### src/sv/kli_pkg.sv
// Package for the keyframe interpolator: mode and status codes, command types.
// No dependencies.
`timescale 1ns / 1ps
`default_nettype none
package kli_pkg;
  localparam int NUM_VALUES = 9;
  localparam int POS_W = 24;
  localparam int IN_W = 32;
  localparam logic [1:0] MODE_CLEAR = 2'd0;
  localparam logic [1:0] MODE_INSERT = 2'd1;
  localparam logic [1:0] MODE_SAMPLE = 2'd2;
  localparam logic [1:0] ST_SAMPLED = 2'd0;
  localparam logic [1:0] ST_STORED = 2'd1;
  localparam logic [1:0] ST_FULL = 2'd2;
  localparam logic [1:0] ST_EMPTY = 2'd3;
  typedef enum logic [3:0] {
    OP_NONE, OP_CLEAR, OP_SRCH_LD, OP_SHIFT, OP_WRITE, OP_LOAD_LO, OP_LOAD_HI,
    OP_DIV, OP_INTERP, OP_COPY, OP_ZERO
  } op_t;
  typedef struct packed {
    op_t op;
  } cmd_t;
  typedef struct packed {
    logic empty;
    logic full;
    logic srch_done;
    logic shift_done;
    logic div_done;
    logic interp_done;
    logic below_first;
    logic above_last;
  } stat_t;
endpackage
`default_nettype wire

### src/sv/kli_ctrl.sv
// Controller state machine: sequences insert shifting, search, divide, interpolate.
// Depends on kli_pkg.
`timescale 1ns / 1ps
`default_nettype none
module kli_ctrl (
  input  wire logic clk,
  input  wire logic rst_n,
  input  wire logic in_tvalid,
  output logic in_tready,
  input  wire logic [1:0] in_mode,
  output logic out_tvalid,
  input  wire logic out_tready,
  output logic [1:0] out_status,
  output kli_pkg::cmd_t cmd,
  input  wire kli_pkg::stat_t stat
);
  import kli_pkg::*;
  typedef enum logic [3:0] {
    S_IDLE, S_SHIFT, S_WRITE, S_SRCH, S_FIND, S_DIV, S_INTERP, S_COPY, S_OUT
  } state_t;
  state_t state_r;

  assign in_tready = (state_r == S_IDLE);

  always_comb begin
    cmd.op = OP_NONE;
    case (state_r)
      S_IDLE:
        if (in_tvalid) begin
          if (in_mode == MODE_CLEAR) cmd.op = OP_CLEAR;
          else if (in_mode == MODE_INSERT && !stat.full) cmd.op = OP_SRCH_LD;
          else if (in_mode == MODE_SAMPLE && !stat.empty) cmd.op = OP_SRCH_LD;
          else cmd.op = OP_ZERO;
        end
      S_SHIFT: cmd.op = stat.shift_done ? OP_NONE : OP_SHIFT;
      S_WRITE: cmd.op = OP_WRITE;
      S_SRCH: cmd.op = (stat.below_first || stat.above_last) ? OP_COPY : OP_LOAD_LO;
      S_FIND: cmd.op = OP_LOAD_HI;
      S_DIV: cmd.op = stat.div_done ? OP_NONE : OP_DIV;
      S_INTERP: cmd.op = OP_INTERP;
      default: cmd.op = OP_NONE;
    endcase
  end

  always_ff @(posedge clk) begin
    if (!rst_n) begin
      state_r <= S_IDLE;
      out_tvalid <= 1'b0;
      out_status <= ST_STORED;
    end else begin
      case (state_r)
        S_IDLE:
          if (in_tvalid) begin
            case (in_mode)
              MODE_INSERT: begin
                if (stat.full) begin
                  out_status <= ST_FULL;
                  out_tvalid <= 1'b1;
                  state_r <= S_OUT;
                end else state_r <= S_SHIFT;
              end
              MODE_SAMPLE: begin
                if (stat.empty) begin
                  out_status <= ST_EMPTY;
                  out_tvalid <= 1'b1;
                  state_r <= S_OUT;
                end else state_r <= S_SRCH;
              end
              default: begin
                out_status <= ST_STORED;
                out_tvalid <= 1'b1;
                state_r <= S_OUT;
              end
            endcase
          end
        S_SHIFT: if (stat.shift_done) state_r <= S_WRITE;
        S_WRITE: begin
          out_status <= ST_STORED;
          out_tvalid <= 1'b1;
          state_r <= S_OUT;
        end
        S_SRCH: state_r <= (stat.below_first || stat.above_last) ? S_COPY : S_FIND;
        S_FIND: if (stat.srch_done) state_r <= S_DIV;
        S_DIV: if (stat.div_done) state_r <= S_INTERP;
        S_INTERP: if (stat.interp_done) begin
          out_status <= ST_SAMPLED;
          out_tvalid <= 1'b1;
          state_r <= S_OUT;
        end
        S_COPY: begin
          out_status <= ST_SAMPLED;
          out_tvalid <= 1'b1;
          state_r <= S_OUT;
        end
        S_OUT: if (out_tready) begin
          out_tvalid <= 1'b0;
          state_r <= S_IDLE;
        end
        default: state_r <= S_IDLE;
      endcase
    end
  end
endmodule
`default_nettype wire

### config.mk
export PLATFORM = sky130hd
export DESIGN_NAME = kli_ctrl
export DESIGN_NICKNAME = d
export VERILOG_FILES = /design/src/sv/kli_pkg.sv /design/src/sv/kli_ctrl.sv
export SDC_FILE = /design/constraint.sdc
export NUM_CORES = 1
export LEC_CHECK = 0
export BUFFER_PORTS_ARGS = -buffer_cell sky130_fd_sc_hd__clkbuf_2
export CORE_ASPECT_RATIO = 1.25
export CORE_MARGIN = 5
export CORE_UTILIZATION = 32
export DETAILED_ROUTE_END_ITERATION = 8
export PLACE_DENSITY = 0.55
export SYNTH_ARGS = -nofsm -noshare
export SYNTH_HDL_FRONTEND = slang
export SYNTH_SLANG_ARGS = --single-unit
### constraint.sdc
create_clock -name clk -period 1.9 [get_ports clk]
set_clock_uncertainty 0.1 [all_clocks]
set_input_delay 0.095 -clock clk [delete_from_list [all_inputs] [get_ports clk]]
set_output_delay 0.095 -clock clk [all_outputs]
set_load 0.01 [all_outputs]
==> summary.md, run 1 <==
| Metric | Value |
|---|---|
| GRT Total Usage | 12.48% |
| Setup slack of the most critical reg-to-reg path | 420 ps |
| Number of antenna diodes | 0 |
| Die ar. | 3236 µm² |
| Aggregate routed wire length | 1801 µm |
| Worst hold path startpoint | rst_n |
| Setup bufs post-CTS | 0 |
| Fraction of layout cells with a size suffix above 1 | 33.04% |
| Mean Syn Cell Area | 7.887 µm² |
| Post-synthesis sequential area ratio | 19.96% |
| Most used flip-flop cell after synthesis | dfxtp_1 |
| Pre-Repair DR Iteration Count | 4 |
| Y dimension of the die | 62.37 µm |
| Crit Path Category | flip-flop to output pin |
| Number of antenna-violating nets in the routed design | 0 |
| Post-DP HPWL | 1392 µm |
| Gate Count Post-Synth | 89 |
| Number of antenna violations at the first check in global routing | 0 |
| Final hold vios | 0 |
| Area of the core region | 2140 µm² |
| Least setup slack across all paths after layout | 129.1 ps |
| Number of storage elements in the synthesis netlist | 7 |
| FFs w/ async S/R, synth | 0% |
| Maximum clock path buffer count | 2 |
| Worst Reg2Reg Path Length in Cells | 4 |
| Total gr overflow | 0 |
| Max Fanout on Critical Path | 14 |
| Worst r2r src | state_r[0] |
| Total power | 0.5244 mW |
| Final core utilization | 40.12% |
| Insertion delay to the later sink of the worst-skew pair | 250 ps |
| Clock tree from TritonCTS | built |
| Worst Setup Start Kind | flip-flop |
| Post-DR wirelength/cell | 13.54 µm |
| Number of sinks driven by the clock tree | 7 |
| DP Cell Count | 129 |
| Ports placed on the boundary | 22 |
| Number of global-route vias before repair | 718 |
| Worst Hold Path Cells | 2 |
| DR iter-0 viols | 10 |
| Via count | 740 |
| Place WS | 178.1 ps |
| Total clock buffers created by CTS | 3 |
| Shortest period the worst path allows | 1771 ps |
| Maximum frequency from static timing analysis | 564.7 MHz |
| Run status | complete, no violations |
| Maximum number of pins on one net before global-route repair | 16 |
| H-tree depth | 1 |
| Synthesized net count | 107 |
| Mean number of vias per cell | 5.564 |
| Transition time at the pin with the least slew margin | 521.2 ps |
| Synthesis Warnings | 0 |
| Fin crit share | 93.20% |
| Layout-stage area growth over the synthesis result | 22.28% |
| Sink of the worst hold path | out_tvalid |
| Fin. max-slew vios | 0 |
| Max-cap violations | 0 |
| Non-filler instance count after layout | 133 |
| Clock transition at the registers of the reported paths | 50 ps |
| Number of port buffers | 21 |
| DRC violation count after routing | 0 |
| Standard-cell rows | 19 |
| Final-report setup violation count | 0 |
| Worst Path Required | 1700 ps |
| Crit path capture type | output pin |
| Arrival time at the worst endpoint | 1580 ps |
| Power per cell area | 611.0 nW/µm² |
| Count of different cell masters after synthesis | 40 |
| Root cell of the clock tree | clkbuf_4 |
| Post-synth design cell area | 701.9 µm² |
| # nets final | 131 |
| Wire length of the first global-routing pass | 3098 µm |
| Capture instance of the worst register-to-register path | out_tvalid |
| Path class of the lowest-slack min-delay path | input pin to flip-flop |
| Max transition margin | 65.21% |
| Initial standard-cell utilization of the core | 32.81% |
| Final total negative setup slack | 0 ps |
| Max VDD drop | 0.4321 mV |
| Final weighted congestion in routability-driven placement | 0.7838 |
| Setup repair after global routing missed its margin | false |
| EDFF count, synth | 0 |
| DIE WIDTH | 51.89 µm |
| Leakage power of the design | 0.3730 nW |
==> cells in the mapped netlist, types with 2 or more instances <==
library cell	instances	share of area (%)
ha_1	4	7.1
o21ai_0	6	4.3
mux2i_1	3	4.3
a31oi_1	3	2.7
inv_1	6	3.2
a211oi_1	2	2.1
nor3_1	2	1.4
a21oi_1	5	3.6
o211ai_1	2	2.1
buf_2	3	2.1
nand2b_1	3	2.7
nor2_1	8	4.3
nand3_1	2	1.4
dfxtp_1	7	20
nor2b_1	2	1.8
buf_6	2	3.2
nand2_1	5	2.7
nor3b_1	2	2.1
==> final cells by class <==
class / instances / area [µm²]
sequential: 7 / 145.1
tap: 21 / 26.28
multi-input combinational: 70 / 503.0
timing repair buffer: 25 / 135.1
fill: 231 / 1281
inverter: 6 / 22.52
clock buffer: 4 / 26.28
==> stage by stage <==
step	area [µm²]	hold slack (ps)
after floorplan	701.9	128.4
after global placement	818.3	316.7
after detailed placement	818.3	321.4
after CTS	845.8	56.70
after global routing	858.3	70.95
final	858.3	54.89
==> metal layers <==
metal	routed length (µm)	track usage [%]	vias up
met1	816	15.43	345
li1	-	-	371
met2	846	19.50	22
met5	0	0	-
met4	25	7.869	0
met3	112	1.914	2
==> state kept, by name (all words and copies together) (netlist names) <==
signal / cells
out_tvalid: 1
state_r: 4
out_status: 2
==> worst max path at each step <==
stage                          start  endpoint  slack (ps)  cells past startpoint
after detailed placement  state_r[2]    cmd[3]         180                      6
after global routing      state_r[0]    cmd[3]           2                      5
after CTS                 state_r[2]    cmd[3]          20                      6
final                     state_r[2]    cmd[3]         130                      6
after floorplan           state_r[1]    cmd[3]         550                      5
after global placement    state_r[2]    cmd[3]         230                      6
==> worst max-delay path: stages, from the launching register on <==
cell and delay, ps:
dfxtp_4 390, buf_4 170, nor4b_2 250, a32oi_1 130
o21ai_1 120, nor2b_2 130, clkbuf_2 130
==> placed cells by master, fill, tap and decap left out, drive strengths merged, types with 2 or more instances in the layout <==
master	synthesis	routed
o211ai	2	2
clkbuf	0	25
nand3	3	3
nor2b	2	2
nor2	8	8
o21ai	7	7
a21oi	5	5
dfxtp	7	7
a211oi	2	2
nand2	5	5
nor3b	2	2
a31oi	3	3
ha	4	4
nand2b	3	3
and3b	2	2
nor3	2	2
buf	6	4
a21boi	2	2
inv	6	6
mux2i	4	4
==> cells by family after synthesis <==
| logic type | count (synthesis) | share of synthesized area [%] |
|---|---|---|
| xor+xnor | 1 | 1.248 |
| mux | 4 | 7.487 |
| flops | 7 | 19.96 |
| fa+ha+maj | 4 | 7.130 |
| simple gates | 33 | 27.81 |
| buf+inv | 12 | 9.625 |
| compound gates | 28 | 26.74 |
==> where the power goes <==
part,switching (mW),internal [mW]
clock,0.0554,0.0802
sequential,0.0299,0.163
combinational,0.0999,0.0962
total,0.185,0.339
==> what timing repair did <==
| action | in CTS | in global routing |
|---|---|---|
| gates resized for setup | 1 | 5 |
| endpoints found under the setup margin | 2 | 2 |
| hold buffers | 0 | 0 |
Power figures use the tool's default switching activity.
==> inputs of run 2 (changes only) <==
RECOVER_POWER = 100   (was default)
==> summary.md, run 2 (synthesis gave the netlist of run 1 again) <==
| Metric | Value |
|---|---|
| Mean number of vias per cell | 5.526 (-0.68%) |
| P_sw | 0.1841 mW (-0.59%) |
| Leakage power of the design | 0.3529 nW (-5.4%) |
| Max transition margin | 64.57% (-0.64 points) |
| GRT Total Usage | 12.48% (unchanged) |
| Post-DP HPWL | 1392 µm (unchanged) |
| Switching power as a share of total power | 35.66% (+0.35 points) |
| Worst Path Required | 1700 ps (about the same) |
| Share of power burned in combinational logic | 36.3% (-1.1 points) |
| Fraction of layout cells with a size suffix above 1 | 26.79% (-6.3 points) |
| Total gr overflow | 0 (unchanged) |
| Aggregate routed wire length | 1824 µm (+1.3%) |
| DIE WIDTH | 51.89 µm (unchanged) |
| Largest registers in the final layout | state_r x4, out_status x2, out_tvalid x1 |
| Worst Hold Path Cells | 2 (unchanged) |
| Number of port buffers | 21 (unchanged) |
| Max-cap violations | 0 (unchanged) |
| Most common cell after layout, fill and taps aside | clkbuf_2 |
| Detailed-routed wire length on met2 | 848 µm (+0.24%) |
| Number of antenna violations at the first check in global routing | 0 (unchanged) |
| Root cell of the clock tree | clkbuf_4 |
| Setup bufs post-CTS | 0 (unchanged) |
| Total of hold buffers inserted after clock tree synthesis | 0 (unchanged) |
| Clock transition at the registers of the reported paths | 50 ps (about the same) |
| Fin. max-slew vios | 0 (unchanged) |
| Wire length of the first global-routing pass | 3098 µm (unchanged) |
| Layout Cell Area excl Fill | 847.1 µm² (-1.3%) |
| Worst Setup Start Kind | flip-flop |
| Met1 Routed Length | 841 µm (+3.1%) |
| Number of sinks driven by the clock tree | 7 (unchanged) |
| Insertion delay to the later sink of the worst-skew pair | 250 ps (about the same) |
| Arrival time at the worst endpoint | 1580 ps (about the same) |
| Number of global-route vias before repair | 718 (unchanged) |
| Shortest period the worst path allows | 1771 ps (+0.4980 ps) |
| Transition time at the pin with the least slew margin | 530.8 ps (+9.577 ps) |
| Setup repair after global routing missed its margin | false |
| Via count | 735 (-0.68%) |
| Worst Reg2Reg Path Length in Cells | 4 (unchanged) |
| Sink of the worst hold path | out_tvalid |
| Path class of the lowest-slack min-delay path | input pin to flip-flop |
| Number of antenna-violating nets in the routed design | 0 (unchanged) |
| Setup slack of the most critical reg-to-reg path | 240 ps (-180 ps) |
| Clock tree from TritonCTS | built |
| Worst hold path startpoint | rst_n |
| H-tree depth | 1 (unchanged) |
| Post-DR wirelength/cell | 13.71 µm (+1.3%) |
| Initial standard-cell utilization of the core | 32.81% (unchanged) |
| Die ar. | 3236 µm² (unchanged) |
| Part of the power in the clock network | 26.3% (+0.4 points) |
| DR iter-0 viols | 9 (-1) |
| Sequential power share | 37.4% (+0.7 points) |
| # nets final | 131 (unchanged) |
| Least setup slack across all paths after layout | 128.6 ps (-0.4980 ps) |
| Max VDD drop | 0.4224 mV (-2.2%) |
| Maximum frequency from static timing analysis | 564.5 MHz (about the same) |
| Capture instance of the worst register-to-register path | out_status[0] |
| Worst r2r src | state_r[1] |
| Critical-path cell list | buf_4 > nor4b_2 > a32oi_1 > o21ai_1 > nor2b_2 > clkbuf_2 |
| Wire length on met3 | 109 µm (-2.7%) |
| Max Fanout on Critical Path | 14 (unchanged) |
| Final-report setup violation count | 0 (unchanged) |
| Maximum number of pins on one net before global-route repair | 16 (unchanged) |
| Fill cell count | 235 (+1.7%) |
| Ports placed on the boundary | 22 (unchanged) |
| Final total negative setup slack | 0 ps (unchanged) |
| Total power | 0.5162 mW (-1.6%) |
| Layout-stage area growth over the synthesis result | 20.68% |
| Final hold vios | 0 (unchanged) |
| Cell area reported after detailed placement | 818.3 µm² (unchanged) |
| Number of antenna diodes | 0 (unchanged) |
| Internal power consumption | 0.3321 mW (-2.1%) |
| Standard-cell rows | 19 (unchanged) |
| Run status | complete, no violations |
| Area occupied by multi-input gates | 499.2 µm² (-0.75%) |
| Crit path capture type | output pin |
| Fin crit share | 93.23% (about the same) |
| Final weighted congestion in routability-driven placement | 0.7838 (unchanged) |
| Power per cell area | 609.4 nW/µm² (-0.25%) |
| Total clock buffers created by CTS | 3 (unchanged) |
| Area of all sequential standard cells | 145.1 µm² (unchanged) |
| Largest register by flop count | state_r |
| Y dimension of the die | 62.37 µm (unchanged) |
| Slowest Stage Delay on Critical Path | 400 ps (about the same) |
| CP max-delay cell | dfxtp_4 |
| Area of the core region | 2140 µm² (unchanged) |
| Max Used Layer | met4 |
| Crit Path Category | flip-flop to output pin |
| Maximum clock path buffer count | 2 (unchanged) |
| Pre-Repair DR Iteration Count | 4 (unchanged) |
| DRC violation count after routing | 0 (unchanged) |
| Commonest cells after routing, fill and taps aside | clkbuf_2, nor2_1, clkbuf_1, inv_1, o21ai_0 |
| Place WS | 178.1 ps (unchanged) |
| Max reg flops | 4 (unchanged) |
## run 2: cell counts in the layout (fill, tap and decap cells not counted)
No cell type changed its count.
## run 2: power by group through the flow
stage / logic [mW] / registers (mW) / clock network [mW]
detailed placement: 0.195 / 0.195 / 0
finish: 0.188 / 0.193 / 0.136
global route: 0.208 / 0.195 / 0.154
CTS: 0.196 / 0.193 / 0.143
global placement: 0.194 / 0.195 / 0
floorplan: 0.143 / 0.182 / 0
## run 2: stage by stage
step	instances	hold slack [ps]	util, %
final	133	55.94	39.59
after global routing	133	70.95	39.59
after CTS	133	56.70	39.53
after detailed placement	129	321.4	38.25
after global placement	129	316.7	38.25
after floorplan	89	128.4	-
## run 2: critical path, delay by kind of cell, from the launching register on
kind / cells / cell delay, ps
AND/OR/NAND/NOR: 2 / 380
AO/OA/AOI/OAI: 2 / 250
buffers and inverters: 2 / 310
flip-flops: 1 / 400
## run 2: area by class of cell
| class | count | area share [%] |
|---|---|---|
| timing repair buffer | 25 | 15.07 |
| inverter | 6 | 2.659 |
| tap | 21 | 3.102 |
| clock buffer | 4 | 3.102 |
| sequential | 7 | 17.13 |
| multi-input combinational | 70 | 58.94 |
## run 2: how the worst max path moves through the flow
| stage | from | endpoint | slack [ps] | depth (start not counted) |
|---|---|---|---|---|
| floorplan | state_r[1] | cmd[3] | 550 | 5 |
| global placement | state_r[2] | cmd[3] | 230 | 6 |
| detailed placement | state_r[2] | cmd[3] | 180 | 6 |
| CTS | state_r[2] | cmd[3] | 20 | 6 |
| global route | state_r[0] | cmd[3] | 2 | 5 |
| finish | state_r[2] | cmd[3] | 130 | 6 |
## run 2: timing repair
action,CTS,global route
pin swaps,0,0
endpoints found under the setup margin,2,2
resized for setup,1,5
## run 2: per-layer routing
metal | up-vias | track usage [%]
met1 | 340 | 15.43
met5 | - | 0
met2 | 22 | 19.50
met4 | 0 | 7.869
li1 | 371 | -
met3 | 2 | 1.914
==> inputs of run 3 (changes only) <==
ABC_AREA = 1   (was default)
GPL_TIMING_DRIVEN = 0   (was default)
==> summary.md, run 3 <==
| Metric | Value |
|---|---|
| Setup bufs post-CTS | 0 (unchanged) |
| Synthesis Warnings | 0 (unchanged) |
| Commonest cells after routing, fill and taps aside | nand2_1, nor2_1, inv_1, clkbuf_2, nand3_1 |
| EDFF count, synth | 0 (unchanged) |
| H-tree depth | 1 (unchanged) |
| Fraction of layout cells with a size suffix above 1 | 24.14% (-2.6 points) |
| Clock transition at the registers of the reported paths | 50 ps (about the same) |
| # nets final | 164 (+25%) |
| Path class of the lowest-slack min-delay path | input pin to flip-flop |
| Aggregate routed wire length | 1763 µm (-3.3%) |
| GRT Total Usage | 12.00% (-0.48 points) |
| Mean number of vias per cell | 4.460 (-19%) |
| Number of antenna violations at the first check in global routing | 0 (unchanged) |
| Wire length of the first global-routing pass | 3146 µm (+1.5%) |
| Most common cell after layout, fill and taps aside | nand2_1 |
| Max Fanout on Critical Path | 8 (-6) |
| Largest registers in the final layout | state_r x4, out_status x2, out_tvalid x1 |
| DIE WIDTH | 53.14 µm (+2.4%) |
| Max VDD drop | 0.7268 mV (+72%) |
| Post-CTS resize count | 0 (-1) |
| Final hold vios | 0 (unchanged) |
| Fin. max-slew vios | 0 (unchanged) |
| Number of antenna-violating nets in the routed design | 0 (unchanged) |
| Sequential power share | 20.0% (-17 points) |
| DR iter-0 viols | 9 (unchanged) |
| Root cell of the clock tree | clkbuf_4 |
| Max transition margin | 75.50% (+11 points) |
| Crit Path Category | flip-flop to output pin |
| Max reg flops | 4 (unchanged) |
| Leakage power of the design | 0.5023 nW (+42%) |
| Largest register by flop count | state_r |
| Most area-hungry cell type in the Yosys netlist | dfxtp_1 |
| Ports placed on the boundary | 22 (unchanged) |
| Number of global-route vias before repair | 745 (+3.8%) |
| Share of power burned in combinational logic | 70.5% (+34 points) |
| Y dimension of the die | 63.93 µm (+2.5%) |
| Total gr overflow | 0 (unchanged) |
| Clock tree from TritonCTS | built |
| Via count | 785 (+6.8%) |
| Fin crit share | 88.16% (-5.1 points) |
| Post-DR wirelength/cell | 10.02 µm (-27%) |
| Leading post-synthesis cells by instance count | nand2_1, nor2_1, inv_1 |
| Standard-cell rows | 19 (unchanged) |
| Post-DP HPWL | 1522 µm (+9.3%) |
| FFs w/ async S/R, synth | 0% (unchanged) |
| Gate Count Post-Synth | 120 (+35%) |
| Crit path capture type | output pin |
| Maximum clock path buffer count | 2 (unchanged) |
| Final weighted congestion in routability-driven placement | 0.8440 (+7.7%) |
| Part of the power in the clock network | 9.5% (-17 points) |
| Pre-Repair DR Iteration Count | 4 (unchanged) |
| Mean Syn Cell Area | 6.204 µm² (-21%) |
| Maximum frequency from static timing analysis | 597.0 MHz (+5.8%) |
| Number of port buffers | 21 (unchanged) |
| Fill cell count | 273 (+16%) |
| Final total negative setup slack | 0 ps (unchanged) |
| Synth top area share | 18.82% (-1.1 points) |
| Transition time at the pin with the least slew margin | 363.7 ps (-167.1 ps) |
| Count of different cell masters after synthesis | 20 (-50%) |
| Switching power as a share of total power | 54.38% (+19 points) |
| Number of storage elements in the synthesis netlist | 7 (unchanged) |
| Final core utilization | 40.18% (+0.59 points) |
| Power per cell area | 1603 nW/µm² (+160%) |
| Most used flip-flop cell after synthesis | dfxtp_1 |
| Critical-path cell list | nor2_4 > nand2_4 > clkinv_4 > nand2_1 > o221ai_1 > clkbuf_1 |
| Die ar. | 3397 µm² (+5.0%) |
| Number of antenna diodes | 0 (unchanged) |
| DRC violation count after routing | 0 (unchanged) |
| Max-cap violations | 0 (unchanged) |
| Shortest period the worst path allows | 1675 ps (-96.40 ps) |
| Total of hold buffers inserted after clock tree synthesis | 0 (unchanged) |
| Cell with the most instances after synthesis | nand2_1 |
| P_sw | 0.7745 mW (+320%) |
| Final-report setup violation count | 0 (unchanged) |
| Worst Setup Start Kind | flip-flop |
| Setup repair after global routing missed its margin | false |
| Family with the most delay on the worst path | simple AND/OR/NAND/NOR gates |
| Area of the core region | 2211 µm² (+3.3%) |
| Arrival time at the worst endpoint | 1480 ps (-100 ps) |
| CP max-delay cell | dfxtp_1 |
| Post-synthesis sequential area ratio | 18.82% (-1.1 points) |
| Run status | complete, no violations |
| Post-synth design cell area | 744.5 µm² (+6.1%) |
| Total clock buffers created by CTS | 3 (unchanged) |
| Internal power consumption | 0.6498 mW (+96%) |
| Number of buffers and inverters on the critical path | 2 (unchanged) |
| Number of sinks driven by the clock tree | 7 (unchanged) |
| Slowest Stage Delay on Critical Path | 370 ps (-30 ps) |
| Layout-stage area growth over the synthesis result | 19.33% |
| Worst Path Required | 1700 ps (about the same) |
| Maximum number of pins on one net before global-route repair | 9 (-7) |
| Synthesized net count | 138 (+29%) |
| Synth top area cells | dfxtp_1, nand2_1, nor2_1, inv_1, nor2_4 |
| Initial standard-cell utilization of the core | 33.67% (+0.87 points) |
| Insertion delay to the later sink of the worst-skew pair | 250 ps (about the same) |
-- run 3: cell type report --
type	instances	area [µm²]	share of cell area, %
multi-input combinational	90	485.5	54.65
sequential	7	140.1	15.77
timing repair buffer	21	98.84	11.13
inverter	22	87.58	9.859
tap	31	38.79	4.366
clock buffer	4	26.28	2.958
buffer	1	11.26	1.268
-- run 3: worst register-to-register path: stages (launching register included) --
cell and delay [ps]:
dfxtp_1 480, nor2_4 110, nand3_1 150, nand3_2 90, nor2_1 290, nand2_1 100, nand2_1 80, nor2_1 40
-- run 3: layer usage --
layer,share of wire (%),up-vias,GRT usage (%)
met1,43,347,14.89
met5,0,-,0
met3,4.7,0,3.721
met4,0,0,1.917
li1,-,423,-
met2,52,15,20.34
-- run 3: path summary, 6_finish.rpt --
check / start / to / slack [ps] / cells past startpoint
setup / recovery: state_r[2] / cmd[3] / 230 / 6
setup reg to reg: state_r[0] / state_r[1] / 360 / 7
hold reg to reg: out_tvalid / out_tvalid / 380 / 2
hold / removal: rst_n / out_status[0] / 20 / 2
-- run 3: power by group through the flow --
| stage | clock network [mW] | logic, mW | registers [mW] |
|---|---|---|---|
| global route | 0.156 | 1.17 | 0.297 |
| detailed placement | 0 | 1.09 | 0.288 |
| CTS | 0.140 | 1.10 | 0.286 |
| finish | 0.135 | 1.00 | 0.284 |
| floorplan | 0 | 0.822 | 0.291 |
| global placement | 0 | 1.09 | 0.285 |
-- run 3: cell families after synthesis --
kind of cell,synth area share [%]
buf+inv,13.28
simple gates,53.28
compound gates,7.897
flops,18.82
fa+ha+maj,6.723
-- run 3: through the flow --
stage / cells / cell area, µm² / total power [mW] / hold slack, ps / setup WS [ps]
CTS: 176 / 914.6 / 1.526 / 15.15 / 207.6
global placement: 172 / 888.4 / 1.373 / 272.5 / 476.6
global route: 176 / 888.4 / 1.620 / 32.28 / 88.51
floorplan: 120 / 744.5 / 1.114 / 79.70 / 637.9
detailed placement: 172 / 888.4 / 1.381 / 269.4 / 469.3
finish: 176 / 888.4 / 1.424 / 15.78 / 225.0
